$ cat config.mk
export PLATFORM = sky130hd
export DESIGN_NAME = irbda_drain_flat
export DESIGN_NICKNAME = d
export VERILOG_FILES = /design/src/design/irbda_pkg.sv /design/src/design/irbda_if.sv /design/src/design/irbda_drain.sv /design/src/flat_wrapper.sv
export SDC_FILE = /design/constraint.sdc
export NUM_CORES = 1
export LEC_CHECK = 0
export BUFFER_PORTS_ARGS = -buffer_cell sky130_fd_sc_hd__buf_2
export CORE_AREA = 2 2 419 421
export CTS_BUF_LIST = sky130_fd_sc_hd__clkbuf_8 sky130_fd_sc_hd__clkbuf_16
export CTS_CLUSTER_DIAMETER = 40
export DETAILED_ROUTE_END_ITERATION = 10
export DIE_AREA = 0 0 421 423
export GPL_ROUTABILITY_DRIVEN = 0
export SLEW_MARGIN = 30
export SYNTH_ARGS = -nofsm -noshare
export SYNTH_HDL_FRONTEND = slang
export SYNTH_SLANG_ARGS = --single-unit
$ cat constraint.sdc
create_clock -name clk -period 13.9 [get_ports clk]
set_input_delay 2.78 -clock clk [delete_from_list [all_inputs] [get_ports clk]]
set_output_delay 2.78 -clock clk [all_outputs]
set_load 0.005 [all_outputs]
$ cat src/design/irbda_pkg.sv
// Package with shared constants and types of the int8 row-block dot accumulator.
`default_nettype none
package irbda_pkg;

	// Number of columns in one block and the term limit for exact sums.
	localparam int BlockCols = 16;
	localparam int MaxTerms  = 65536;

	// Field and counter widths.
	localparam int ByteW = 8;
	localparam int ProdW = 16;
	localparam int SumW  = 32;
	localparam int ColW  = 4;
	localparam int CntW  = $clog2(MaxTerms + 1);
	localparam int RowsMax = 2;

	typedef logic signed [SumW-1:0] sum_t;
	typedef logic signed [ByteW-1:0] byte_t;

	// Hand-over from the accumulator array to the drain unit.
	typedef struct packed {
		logic load;
		logic two_rows;
		logic too_long;
	} snap_ctl_t;

endpackage
`default_nettype wire

$ cat src/design/irbda_if.sv
// Channel interfaces of the int8 row-block dot accumulator.
`default_nettype none


interface irbda_out_if;
	logic        valid;
	logic        ready;
	logic        row_select;
	logic [3:0]  column;
	logic signed [31:0] dot_sum;
	logic        too_long;
	logic        end_of_block;

	modport source (output valid, row_select, column, dot_sum, too_long, end_of_block,
		input ready);
	modport sink (input valid, row_select, column, dot_sum, too_long, end_of_block,
		output ready);
endinterface
`default_nettype wire

$ cat src/design/irbda_drain.sv
// Snapshot of finished sums and the output register that sends them one word at a time.
`default_nettype none
module irbda_drain (
	input  wire logic                clk,
	input  wire logic                arst_n,
	input  wire irbda_pkg::snap_ctl_t snap_ctl,
	input  wire irbda_pkg::sum_t     snap_sums [irbda_pkg::RowsMax*irbda_pkg::BlockCols],
	output logic                     busy,
	irbda_out_if.source              out_ch
);

	localparam int Depth = irbda_pkg::RowsMax * irbda_pkg::BlockCols;

	irbda_pkg::sum_t                 snap_q [Depth];
	logic                            busy_q;
	logic [irbda_pkg::ColW-1:0]      col_q;
	logic                            row_q;
	logic                            two_rows_q;
	logic                            too_long_q;
	logic                            out_valid_q;
	logic                            last_word;
	logic                            pop;

	assign busy      = busy_q;
	assign last_word = (col_q == irbda_pkg::ColW'(irbda_pkg::BlockCols - 1)) &&
		(row_q || !two_rows_q);
	assign pop       = busy_q && (!out_valid_q || out_ch.ready);
	assign out_ch.valid = out_valid_q;

	// Sequencing of rows and columns while the snapshot drains.
	always_ff @(posedge clk or negedge arst_n) begin
		if (!arst_n) begin
			busy_q      <= 1'b0;
			col_q       <= '0;
			row_q       <= 1'b0;
			two_rows_q  <= 1'b0;
			too_long_q  <= 1'b0;
			out_valid_q <= 1'b0;
		end else begin
			if (snap_ctl.load) begin
				busy_q     <= 1'b1;
				col_q      <= '0;
				row_q      <= 1'b0;
				two_rows_q <= snap_ctl.two_rows;
				too_long_q <= snap_ctl.too_long;
			end else if (pop) begin
				if (last_word) begin
					busy_q <= 1'b0;
				end else if (col_q == irbda_pkg::ColW'(irbda_pkg::BlockCols - 1)) begin
					col_q <= '0;
					row_q <= 1'b1;
				end else begin
					col_q <= col_q + 1'b1;
				end
			end
			if (pop) begin
				out_valid_q <= 1'b1;
			end else if (out_ch.ready) begin
				out_valid_q <= 1'b0;
			end
		end
	end

	// Snapshot shifts towards entry zero, which feeds the output register.
	always_ff @(posedge clk) begin
		if (snap_ctl.load) begin
			snap_q <= snap_sums;
		end else if (pop) begin
			for (int i = 0; i < Depth - 1; i++) begin
				snap_q[i] <= snap_q[i+1];
			end
		end
		if (pop) begin
			out_ch.dot_sum      <= snap_q[0];
			out_ch.column       <= col_q;
			out_ch.row_select   <= row_q;
			out_ch.too_long     <= too_long_q;
			out_ch.end_of_block <= last_word;
		end
	end

endmodule
`default_nettype wire

$ cat src/flat_wrapper.sv
// flat-port wrapper written by rule: the top's interface ports become plain ports
module irbda_drain_flat 
  (clk, arst_n, snap_ctl, snap_sums, busy, out_ch_valid, out_ch_row_select, out_ch_column, out_ch_dot_sum, out_ch_too_long, out_ch_end_of_block, out_ch_ready);
  irbda_out_if out_ch_i ();
  input  wire logic clk;
  input  wire logic arst_n;
  input  wire irbda_pkg::snap_ctl_t snap_ctl;
  input  wire irbda_pkg::sum_t snap_sums[irbda_pkg::RowsMax*irbda_pkg::BlockCols];
  output logic busy;
  output wire logic [$bits(out_ch_i.valid)-1:0] out_ch_valid;
  output wire logic [$bits(out_ch_i.row_select)-1:0] out_ch_row_select;
  output wire logic [$bits(out_ch_i.column)-1:0] out_ch_column;
  output wire logic [$bits(out_ch_i.dot_sum)-1:0] out_ch_dot_sum;
  output wire logic [$bits(out_ch_i.too_long)-1:0] out_ch_too_long;
  output wire logic [$bits(out_ch_i.end_of_block)-1:0] out_ch_end_of_block;
  input wire logic [$bits(out_ch_i.ready)-1:0] out_ch_ready;
  assign out_ch_valid = out_ch_i.valid;
  assign out_ch_row_select = out_ch_i.row_select;
  assign out_ch_column = out_ch_i.column;
  assign out_ch_dot_sum = out_ch_i.dot_sum;
  assign out_ch_too_long = out_ch_i.too_long;
  assign out_ch_end_of_block = out_ch_i.end_of_block;
  assign out_ch_i.ready = out_ch_ready;
  irbda_drain u_core (.clk(clk), .arst_n(arst_n), .snap_ctl(snap_ctl), .snap_sums(snap_sums), .busy(busy), .out_ch(out_ch_i));
endmodule
==> results of run 1 <==
-- flip-flops by register name, indices dropped and copies added (netlist names) --
signal / count
u_core.busy: 1
u_core.col_q: 4
u_core.out_ch.column: 4
u_core.out_ch.dot_sum: 32
u_core.out_ch.end_of_block: 1
u_core.out_ch.row_select: 1
u_core.out_ch.too_long: 1
u_core.out_ch.valid: 1
u_core.row_q: 1
u_core.snap_q: 1024
u_core.too_long_q: 1
u_core.two_rows_q: 1
-- path summary, 6_finish.rpt --
| kind | to | slack, ns | cells past startpoint |
|---|---|---|---|
| max | u_core.snap_q[305] | 7.27 | 9 |
| min | u_core.out_ch.dot_sum[23] | 0.41 | 0 |
| max reg2reg | u_core.snap_q[305] | 8.99 | 8 |
| min reg2reg | u_core.out_ch.dot_sum[23] | 0.41 | 0 |
| max in group asynchronous | u_core.busy | 11.86 | 1 |
| min in group asynchronous | u_core.out_ch.valid | 1.84 | 1 |
-- power groups by stage --
stage                     Combinational (W)  Sequential, W  Clock (W)
final                              0.000766        0.00410    0.00467
after floorplan                    0.000534        0.00413          0
after detailed placement           0.000775        0.00417          0
after global placement             0.000759        0.00416          0
after global routing               0.000828        0.00413    0.00492
after CTS                          0.000779        0.00411    0.00478
-- cell usage after synthesis --
master	instances
sky130_fd_sc_hd__o221ai_1	1
sky130_fd_sc_hd__nand4_1	2
sky130_fd_sc_hd__or2_2	1
sky130_fd_sc_hd__edfxtp_1	1063
sky130_fd_sc_hd__nand2b_1	6
sky130_fd_sc_hd__nor2b_1	1
sky130_fd_sc_hd__buf_8	22
sky130_fd_sc_hd__nand3_1	1
sky130_fd_sc_hd__mux2_2	394
sky130_fd_sc_hd__ha_1	1
sky130_fd_sc_hd__or3b_1	1
sky130_fd_sc_hd__a311oi_1	1
sky130_fd_sc_hd__clkbuf_2	1
sky130_fd_sc_hd__o21ai_0	1
sky130_fd_sc_hd__mux2_4	600
sky130_fd_sc_hd__and3_1	1
sky130_fd_sc_hd__dfrtp_1	9
sky130_fd_sc_hd__a21o_1	2
sky130_fd_sc_hd__and4_1	1
sky130_fd_sc_hd__a31oi_1	2
sky130_fd_sc_hd__buf_6	45
sky130_fd_sc_hd__o211a_1	1
sky130_fd_sc_hd__buf_2	44
sky130_fd_sc_hd__mux2i_1	1
sky130_fd_sc_hd__and2_1	1
sky130_fd_sc_hd__nor2_1	4
-- cell families (layout without fill, tap and decap cells) --
kind of cell	count (synthesis)	count (layout)	share of synthesized area [%]
flip-flops	1072	1072	68.6
adder cells (fa/ha/maj)	1	1	0.0267
other	0	49	0
AO/OA/AOI/OAI	8	8	0.128
AND/OR/NAND/NOR	19	19	0.240
multiplexers	995	995	28.7
buffers and inverters	112	1438	2.27
-- area by class of cell --
class                      instances  share of cell area, %
multi-input combinational       1023                   22.3
timing repair buffer            1097                   9.47
clock inverter                   155                   3.08
antenna                           49                  0.201
clock buffer                     186                   7.56
sequential                      1072                   52.6
tap                             2325                   4.76
-- worst max-delay path, delay by kind of cell --
kind / cells / cell delay (ns)
simple gates: 3 / 0.88
buf+inv: 6 / 2.80
-- layer usage --
layer / share of wire, % / GRT usage (%) / routed length [um]
met1: 34 / 13.0 / 41700
met2: 54 / 24.8 / 66800
met3: 8.6 / 5.78 / 10700
met4: 3.5 / 5.68 / 4280
met5: 0.45 / 0 / 558
-- metrics by stage --
step                instances  utilization (%)  hold slack [ns]  power [W]  instance area, sq um
global placement         5512             31.4            0.402    0.00492                 54300
CTS                      5853             35.1            0.418    0.00967                 60800
detailed placement       5512             31.4            0.405    0.00494                 54300
finish                   5907             35.3            0.414    0.00954                 61100
floorplan                2207                -            0.400    0.00467                 46900
global route             5891             35.3            0.423    0.00988                 61100
-- layout by cell type (no fill, tap or decap), types with 6 or more instances in the layout --
master	n
sky130_fd_sc_hd__diode_2	49
sky130_fd_sc_hd__clkinv_1	15
sky130_fd_sc_hd__dfrtp_1	9
sky130_fd_sc_hd__nand2b_1	6
sky130_fd_sc_hd__clkinv_4	15
sky130_fd_sc_hd__buf_2	1069
sky130_fd_sc_hd__clkinv_2	24
sky130_fd_sc_hd__mux2_4	600
sky130_fd_sc_hd__mux2_2	394
sky130_fd_sc_hd__buf_12	9
sky130_fd_sc_hd__bufinv_16	28
sky130_fd_sc_hd__edfxtp_1	1063
sky130_fd_sc_hd__clkinvlp_4	18
sky130_fd_sc_hd__buf_4	10
sky130_fd_sc_hd__inv_8	9
sky130_fd_sc_hd__inv_1	15
sky130_fd_sc_hd__clkbuf_16	183
sky130_fd_sc_hd__inv_6	19
==> flow_summary.json, run 1 <==
{
  "worst-slew-pin-transition_ns": 1.02,
  "clock_tree_from_tritoncts": "built",
  "core_area_sq_um": 173000,
  "cts-root-buf": "sky130_fd_sc_hd__clkbuf_16",
  "vias_per_cell": 4.13,
  "synth_largest_area_cell": "sky130_fd_sc_hd__edfxtp_1",
  "detailedRoute.firstIterationViolations": 1577,
  "p_per_area_nw_per_um2": 156,
  "clock_power_share_pct": 49.0,
  "wl_per_cell_um": 21.0,
  "setup_viol": 0,
  "drv_cap": 0,
  "ctsHtreeMaxLevel": 4,
  "yosysWarningCount": 0,
  "multiInputGateArea_sq_um": 13600,
  "layout_setup_ws_ns": 7.27,
  "n_fill_cell": 16400,
  "worst-setup-path-type": "in -> reg",
  "drt_drc_violations_left": 0,
  "clock_skew_ns": 0.0325,
  "post_cts.repair.setup_buffers": 0,
  "switchingPower_w": 0.00208,
  "hold_path_class": "reg -> reg",
  "syn_inst": 2207,
  "globalRouteOverflowTotal": 0,
  "finalHoldViolations": 0,
  "netlist_top_cells_area": "sky130_fd_sc_hd__edfxtp_1 68%, sky130_fd_sc_hd__mux2_4 19%, sky130_fd_sc_hd__mux2_2 9.5%",
  "place.detailed.hpwl_um": 90700,
  "port_buffers": 1070,
  "placement.setup.worst_slack_ns": 6.60,
  "design.die.area_sq_um": 178000,
  "cell_with_the_biggest_individual_delay_on_the_critical_path": "sky130_fd_sc_hd__buf_4",
  "yosys.area.top_type_share_pct": 68.1,
  "std_cell_rows": 153,
  "final.setup.tns_ns": 0,
  "crit_path_end_kind": "flop",
  "maxSlewHeadroom_pct": 32.1,
  "critical_path_required_time_ns": 14.30,
  "grt_antenna_before_repair": 97,
  "holdCritStartpoint": "u_core.snap_q[1015]",
  "synthesis.area_sq_um": 46800,
  "max_clock_freq_mhz": 151,
  "start_kind": "input port",
  "worst-path-max-fanout": 165,
  "finalNetCount": 4408,
  "sequentialPowerShare_pct": 43.0,
  "grt.total_usage_pct": 13.5,
  "power.switching_fraction_pct": 21.9,
  "share_of_the_yosys_chip_area_belonging_to_registers_pct": 68.6,
  "grt_pass1_wl_um": 173000,
  "outcome": "completed",
  "detail-route-antenna-nets": 0,
  "worst_skew_pair_later_pin_latency_ns": 0.79,
  "crit_start": "out_ch_ready",
  "worst_r2r_startpoint": "u_core.out_ch.valid",
  "grt_max_degree": 183,
  "cts_buffer_depth": 3,
  "critPathArrivalTime_ns": 7.04,
  "internal_power_w": 0.00745,
  "register_area_sq_um": 32100,
  "initial_core_util_pct": 27.0,
  "min_period_over_period_pct": 47.7,
  "power_frac_comb_pct": 8.0,
  "die_height_um": 423,
  "period_minus_slack_ns": 6.63,
  "synth.net_count": 3238,
  "count_of_final_max_slew_check_failures": 0,
  "area_growth_pct": 30.4,
  "grt_pass1_vias": 25700,
  "number_of_cts_inserted_buffers": 183,
  "power.ir.vdd_worst_mv": 0.146,
  "detail_route.first_pass.iterations": 5,
  "cp_cell_sequence": "buf_2 > nand2b_1 > and2_2 > buf_4 > or2_4 > buf_12 > buf_12 > buf_16 > buf_4",
  "clk_pin_slew_worst_paths_ns": 0.05,
  "post_cts_resize_count": 0,
  "synthesis.area_per_instance_sq_um": 21.2,
  "dr_vias": 24400,
  "number_of_distinct_library_cells_after_synthesis": 26,
  "postRouteWirelength_um": 124000,
  "grt_setup_unrepaired": "false",
  "holdBufCountCts": 0,
  "max_stage_delay_ns": 0.82,
  "number_of_clock_sinks": 1072,
  "io_pins": 1071,
  "leakage_nw": 25.1,
  "die_x_um": 421,
  "ys_seq_elements": 1072,
  "fraction_of_layout_instances_using_a_drive_strength_above_1_pct": 68.0
}
Note: power is estimated with default switching activity, not from simulation.
==> run 2, diff against run 1 <==
--- a/config.mk
+++ b/config.mk
@@ -6,11 +6,11 @@
 export NUM_CORES = 1
 export LEC_CHECK = 0
 export BUFFER_PORTS_ARGS = -buffer_cell sky130_fd_sc_hd__buf_2
-export CORE_AREA = 2 2 419 421
+export CORE_AREA = 2 2 411 413
 export CTS_BUF_LIST = sky130_fd_sc_hd__clkbuf_8 sky130_fd_sc_hd__clkbuf_16
 export CTS_CLUSTER_DIAMETER = 40
 export DETAILED_ROUTE_END_ITERATION = 10
-export DIE_AREA = 0 0 421 423
+export DIE_AREA = 0 0 413 415
 export GPL_ROUTABILITY_DRIVEN = 0
 export SLEW_MARGIN = 30
 export SYNTH_ARGS = -nofsm -noshare
==> constraint.sdc (replaced) <==
create_clock -name clk -period 6.4 [get_ports clk]
set_input_delay 1.28 -clock clk [delete_from_list [all_inputs] [get_ports clk]]
set_output_delay 1.28 -clock clk [all_outputs]
set_load 0.005 [all_outputs]
==> flow_summary.json, run 2 (synthesis results as in run 1) <==
{
  "grt_pass1_wl_um": 176000,
  "worst-setup-path-type": "in -> reg",
  "clock_tree_from_tritoncts": "built",
  "clk_pin_slew_worst_paths_ns": 0.05,
  "cp_cell_sequence": "buf_2 > nand2b_4 > and2_4 > or2_4 > buf_12 > buf_12",
  "worst-slew-pin-transition_ns": 0.993,
  "globalRouteOverflowTotal": 0,
  "std_cell_rows": 150,
  "largest_registers": "u_core.snap_q: 1024 flops, u_core.out_ch.dot_sum: 32 flops",
  "outcome": "completed",
  "number_of_cts_inserted_buffers": 165,
  "dr_vias": 24700,
  "detail_route.first_pass.iterations": 5,
  "drt_drc_violations_left": 0,
  "commonest_non_fill_non_tap_cell_in_the_layout": "sky130_fd_sc_hd__buf_2",
  "start_kind": "input port",
  "wl_per_cell_um": 22.3,
  "max_stage_delay_ns": 0.56,
  "vias_per_cell": 4.27,
  "detailedRoute.firstIterationViolations": 1573,
  "cell_with_the_biggest_individual_delay_on_the_critical_path": "sky130_fd_sc_hd__or2_4",
  "number_of_clock_sinks": 1072,
  "clock_skew_ns": 0.0531,
  "port_buffers": 1070,
  "placement.setup.worst_slack_ns": 2.40,
  "grt_antenna_before_repair": 126,
  "setup_viol": 0,
  "final.setup.tns_ns": 0,
  "finalHoldViolations": 0,
  "worst_skew_pair_later_pin_latency_ns": 0.81,
  "critPathMostFrequentCell": "sky130_fd_sc_hd__buf_12",
  "design.die.area_sq_um": 171000,
  "grt_setup_unrepaired": "false",
  "layout_setup_ws_ns": 3.22,
  "grt_max_degree": 130,
  "ctsHtreeMaxLevel": 4,
  "power.ir.vdd_worst_mv": 0.255,
  "holdBufCountCts": 0,
  "postRouteWirelength_um": 129000,
  "die_x_um": 413,
  "min_period_over_period_pct": 49.7,
  "post_cts.repair.setup_buffers": 0,
  "grt.total_usage_pct": 14.4,
  "leakage_nw": 24.8,
  "final-instance-count-excl-fill": 5782,
  "largest_register_ff_count": 1024,
  "post-route-util_pct": 36.3,
  "crit_path_end_kind": "flop",
  "p_per_area_nw_per_um2": 331,
  "fraction_of_layout_instances_using_a_drive_strength_above_1_pct": 68.0,
  "cts_buffer_depth": 3,
  "die_height_um": 415,
  "grt_pass1_vias": 25900,
  "place.detailed.hpwl_um": 97100,
  "initial_core_util_pct": 28.1,
  "max_clock_freq_mhz": 314,
  "post_cts_resize_count": 0,
  "critical_path_required_time_ns": 6.83,
  "detail-route-antenna-nets": 0,
  "finalNetCount": 4413,
  "core_area_sq_um": 167000,
  "maxSlewHeadroom_pct": 33.8,
  "layout.cells.most_common_list": "1069 x sky130_fd_sc_hd__buf_2, 1063 x sky130_fd_sc_hd__edfxtp_1, 600 x sky130_fd_sc_hd__mux2_4",
  "cts-root-buf": "sky130_fd_sc_hd__clkbuf_16",
  "count_of_final_max_slew_check_failures": 0,
  "drv_cap": 0,
  "numPlacedInstances": 5418,
  "area_growth_pct": 29.2,
  "period_minus_slack_ns": 3.18,
  "io_pins": 1071,
  "hold_path_class": "in -> async",
  "fin_total_pwr_w": 0.0200,
  "critPathArrivalTime_ns": 3.61,
  "max_flop_register": "u_core.snap_q",
  "worst-path-max-fanout": 119
}
==> run 2: path summary, 6_finish.rpt <==
path                                     start                         to  slack, ns  depth (start not counted)
max reg2reg                u_core.out_ch.valid         u_core.snap_q[319]       3.39                          5
min                                     arst_n          u_core.too_long_q       0.39                          1
max in group asynchronous               arst_n          u_core.two_rows_q       5.80                          1
min in group clk           u_core.snap_q[1004]  u_core.out_ch.dot_sum[12]       0.42                          0
min reg2reg                u_core.snap_q[1004]  u_core.out_ch.dot_sum[12]       0.42                          0
max                               out_ch_ready         u_core.snap_q[319]       3.22                          6
==> run 2: per-layer routing <==
layer | part of all wire [%] | global-route usage (%)
met3 | 9.9 | 6.51
met2 | 52 | 26.0
met1 | 35 | 14.2
met4 | 3.2 | 5.70
met5 | 0.49 | 0
==> run 2: worst max-delay path: cells and delay by family <==
kind | cells | cell delay [ns]
AND/OR/NAND/NOR | 3 | 1.25
buffers and inverters | 3 | 0.84
==> run 2: layout make-up <==
cell class	instances	area [sq um]
Antenna cell	58	145
Clock buffer	165	4130
Clock inverter	140	1790
Fill cell	15600	106000
Multi-Input combinational cell	1023	13700
Sequential cell	1072	32100
Tap cell	2204	2760
Timing Repair Buffer	1120	5930
==> run 2: per-stage QoR <==
step,instance area [sq um],hold slack (ns)
floorplan,46900,0.400
finish,60500,0.385
global route,60500,0.335
global placement,54400,0.401
detailed placement,54500,0.405
CTS,60400,0.296
==> run 2: where the power goes <==
part	total, W	switching, W	internal (W)	leakage, nW
Combinational	0.00173	0.000659	0.00107	11.1
Clock	0.00940	0.00356	0.00584	2.86
Sequential	0.00890	0.000255	0.00864	10.9
Total	0.0200	0.00447	0.0155	24.8
==> run 3, diff against run 2 <==
==> constraint.sdc (replaced) <==
create_clock -name clk -period 3.3 [get_ports clk]
set_input_delay 0.66 -clock clk [delete_from_list [all_inputs] [get_ports clk]]
set_output_delay 0.66 -clock clk [all_outputs]
set_load 0.005 [all_outputs]
==> flow_summary.json, run 3 (synthesis results as in run 1) <==
{
  "numPlacedInstances": 5432,
  "setup_viol": 0,
  "clock_skew_ns": 0.0348,
  "worst_skew_pair_later_pin_latency_ns": 0.79,
  "detailedRoute.firstIterationViolations": 1522,
  "finalNetCount": 4444,
  "std_cell_rows": 150,
  "n_fill_cell": 15600,
  "grt_max_degree": 105,
  "ctsHtreeMaxLevel": 4,
  "wl_per_cell_um": 22.2,
  "core_area_sq_um": 167000,
  "dr_vias": 24700,
  "grt_setup_unrepaired": "false",
  "min_period_over_period_pct": 65.5,
  "clk_pin_slew_worst_paths_ns": 0.06,
  "period_minus_slack_ns": 2.16,
  "die_height_um": 415,
  "timing.critical_path.max_delay_family": "flip-flops",
  "largest_register_ff_count": 1024,
  "worst-slew-pin-transition_ns": 0.779,
  "holdBufCountCts": 20,
  "die_x_um": 413,
  "post_cts_resize_count": 0,
  "maxSlewHeadroom_pct": 48.1,
  "io_pins": 1071,
  "start_kind": "flop",
  "vias_per_cell": 4.25,
  "design.die.area_sq_um": 171000,
  "critPathArrivalTime_ns": 1.50,
  "worst-path-max-fanout": 9,
  "fin_total_pwr_w": 0.0381,
  "finalHoldViolations": 0,
  "worst-setup-path-type": "reg -> out",
  "final-instance-count-excl-fill": 5814,
  "cp_cell_sequence": "buf_2",
  "detail_route.first_pass.iterations": 6,
  "grt_antenna_before_repair": 127,
  "commonest_non_fill_non_tap_cell_in_the_layout": "sky130_fd_sc_hd__buf_2",
  "crit_buf_inv": 1,
  "leakage_nw": 25.0,
  "grt_pass1_vias": 25700,
  "layout.cells.most_common_list": "1069 x sky130_fd_sc_hd__buf_2, 1063 x sky130_fd_sc_hd__edfxtp_1, 600 x sky130_fd_sc_hd__mux2_4",
  "count_of_final_max_slew_check_failures": 0,
  "initial_core_util_pct": 28.1,
  "number_of_cts_inserted_buffers": 163,
  "detail-route-antenna-nets": 0,
  "cell_with_the_biggest_individual_delay_on_the_critical_path": "sky130_fd_sc_hd__dfrtp_1",
  "p_per_area_nw_per_um2": 629,
  "grt.total_usage_pct": 14.5,
  "number_of_clock_sinks": 1072,
  "post_cts.repair.setup_buffers": 0,
  "drv_cap": 0,
  "hold_path_class": "in -> reg",
  "area_growth_pct": 29.4,
  "port_buffers": 1070,
  "grt_pass1_wl_um": 176000,
  "critical_path_required_time_ns": 2.64,
  "postRouteWirelength_um": 129000,
  "max_stage_delay_ns": 0.52,
  "outcome": "completed",
  "largest_registers": "u_core.snap_q: 1024 flops, u_core.out_ch.dot_sum: 32 flops",
  "globalRouteOverflowTotal": 0,
  "clock_tree_from_tritoncts": "built",
  "fraction_of_layout_instances_using_a_drive_strength_above_1_pct": 67.4,
  "cts_buffer_depth": 3,
  "max_flop_register": "u_core.snap_q",
  "power.ir.vdd_worst_mv": 0.473,
  "cts-root-buf": "sky130_fd_sc_hd__clkbuf_16",
  "max_clock_freq_mhz": 462,
  "place.detailed.hpwl_um": 97700,
  "drt_drc_violations_left": 0,
  "crit_path_end_kind": "output pin"
}
run 3: cell types whose count changed in the layout (fill, tap and decap cells not counted), moves of 4 or more:
cell,change
sky130_fd_sc_hd__buf_4,+8
sky130_fd_sc_hd__clkinvlp_4,-7
sky130_fd_sc_hd__bufinv_16,-5
sky130_fd_sc_hd__clkinv_4,+4
sky130_fd_sc_hd__inv_1,+11
sky130_fd_sc_hd__clkinv_16,-6
sky130_fd_sc_hd__buf_12,+6
sky130_fd_sc_hd__dlygate4sd3_1,+20
run 3: final timing paths:
path / end / cells past startpoint / from / slack, ns
min reg2reg: u_core.out_ch.dot_sum[12] / 0 / u_core.snap_q[1004] / 0.42
max: busy / 1 / u_core.busy / 1.14
max reg2reg: u_core.snap_q[860] / 4 / u_core.busy / 1.21
min in group asynchronous: u_core.too_long_q / 2 / arst_n / 0.32
min: u_core.snap_q[0] / 1 / snap_sums[0] / 0.1
max in group asynchronous: u_core.busy / 2 / arst_n / 2.76
run 3: per-stage QoR:
step	setup WS [ns]	util [%]	hold slack, ns	setup TNS (ns)	cell area [sq um]
final	1.14	36.4	0.0956	0	60600
after global placement	0.817	32.8	0.401	0	54600
after floorplan	-5.62	-	0.364	-5574.85	46900
after CTS	1.06	36.3	0.00529	0	60500
after global routing	1.04	36.3	0.0244	0	60500
after detailed placement	0.781	32.8	0.406	0	54600
run 3: layout make-up:
cell class	instances	area, sq um	area share [%]
Sequential cell	1072	32100	53.0
Multi-Input combinational cell	1023	13700	22.5
Timing Repair Buffer	1153	6280	10.4
Clock buffer	167	4160	6.86
Tap cell	2204	2760	4.55
Clock inverter	138	1480	2.43
Antenna cell	57	143	0.235
run 3: worst register-to-register path, cell delays in order (launching register included):
cell and delay, ns:
sky130_fd_sc_hd__dfrtp_1 0.52, sky130_fd_sc_hd__and2_4 0.24, sky130_fd_sc_hd__or2_4 0.17, sky130_fd_sc_hd__buf_12 0.27, sky130_fd_sc_hd__buf_12 0.44
run 3: per-layer routing:
layer / global-route usage, % / wire length [um] / part of all wire (%)
met3: 6.53 / 12700 / 9.8
met1: 14.2 / 44200 / 34
met4: 5.45 / 4210 / 3.3
met5: 0 / 626 / 0.48
met2: 26.2 / 67500 / 52
run 3: power breakdown:
group	internal (W)	total, W	switching [W]	leakage (nW)
Combinational	0.00209	0.00336	0.00128	11.2
Clock	0.0109	0.0175	0.00660	2.81
Sequential	0.0168	0.0173	0.000501	10.9
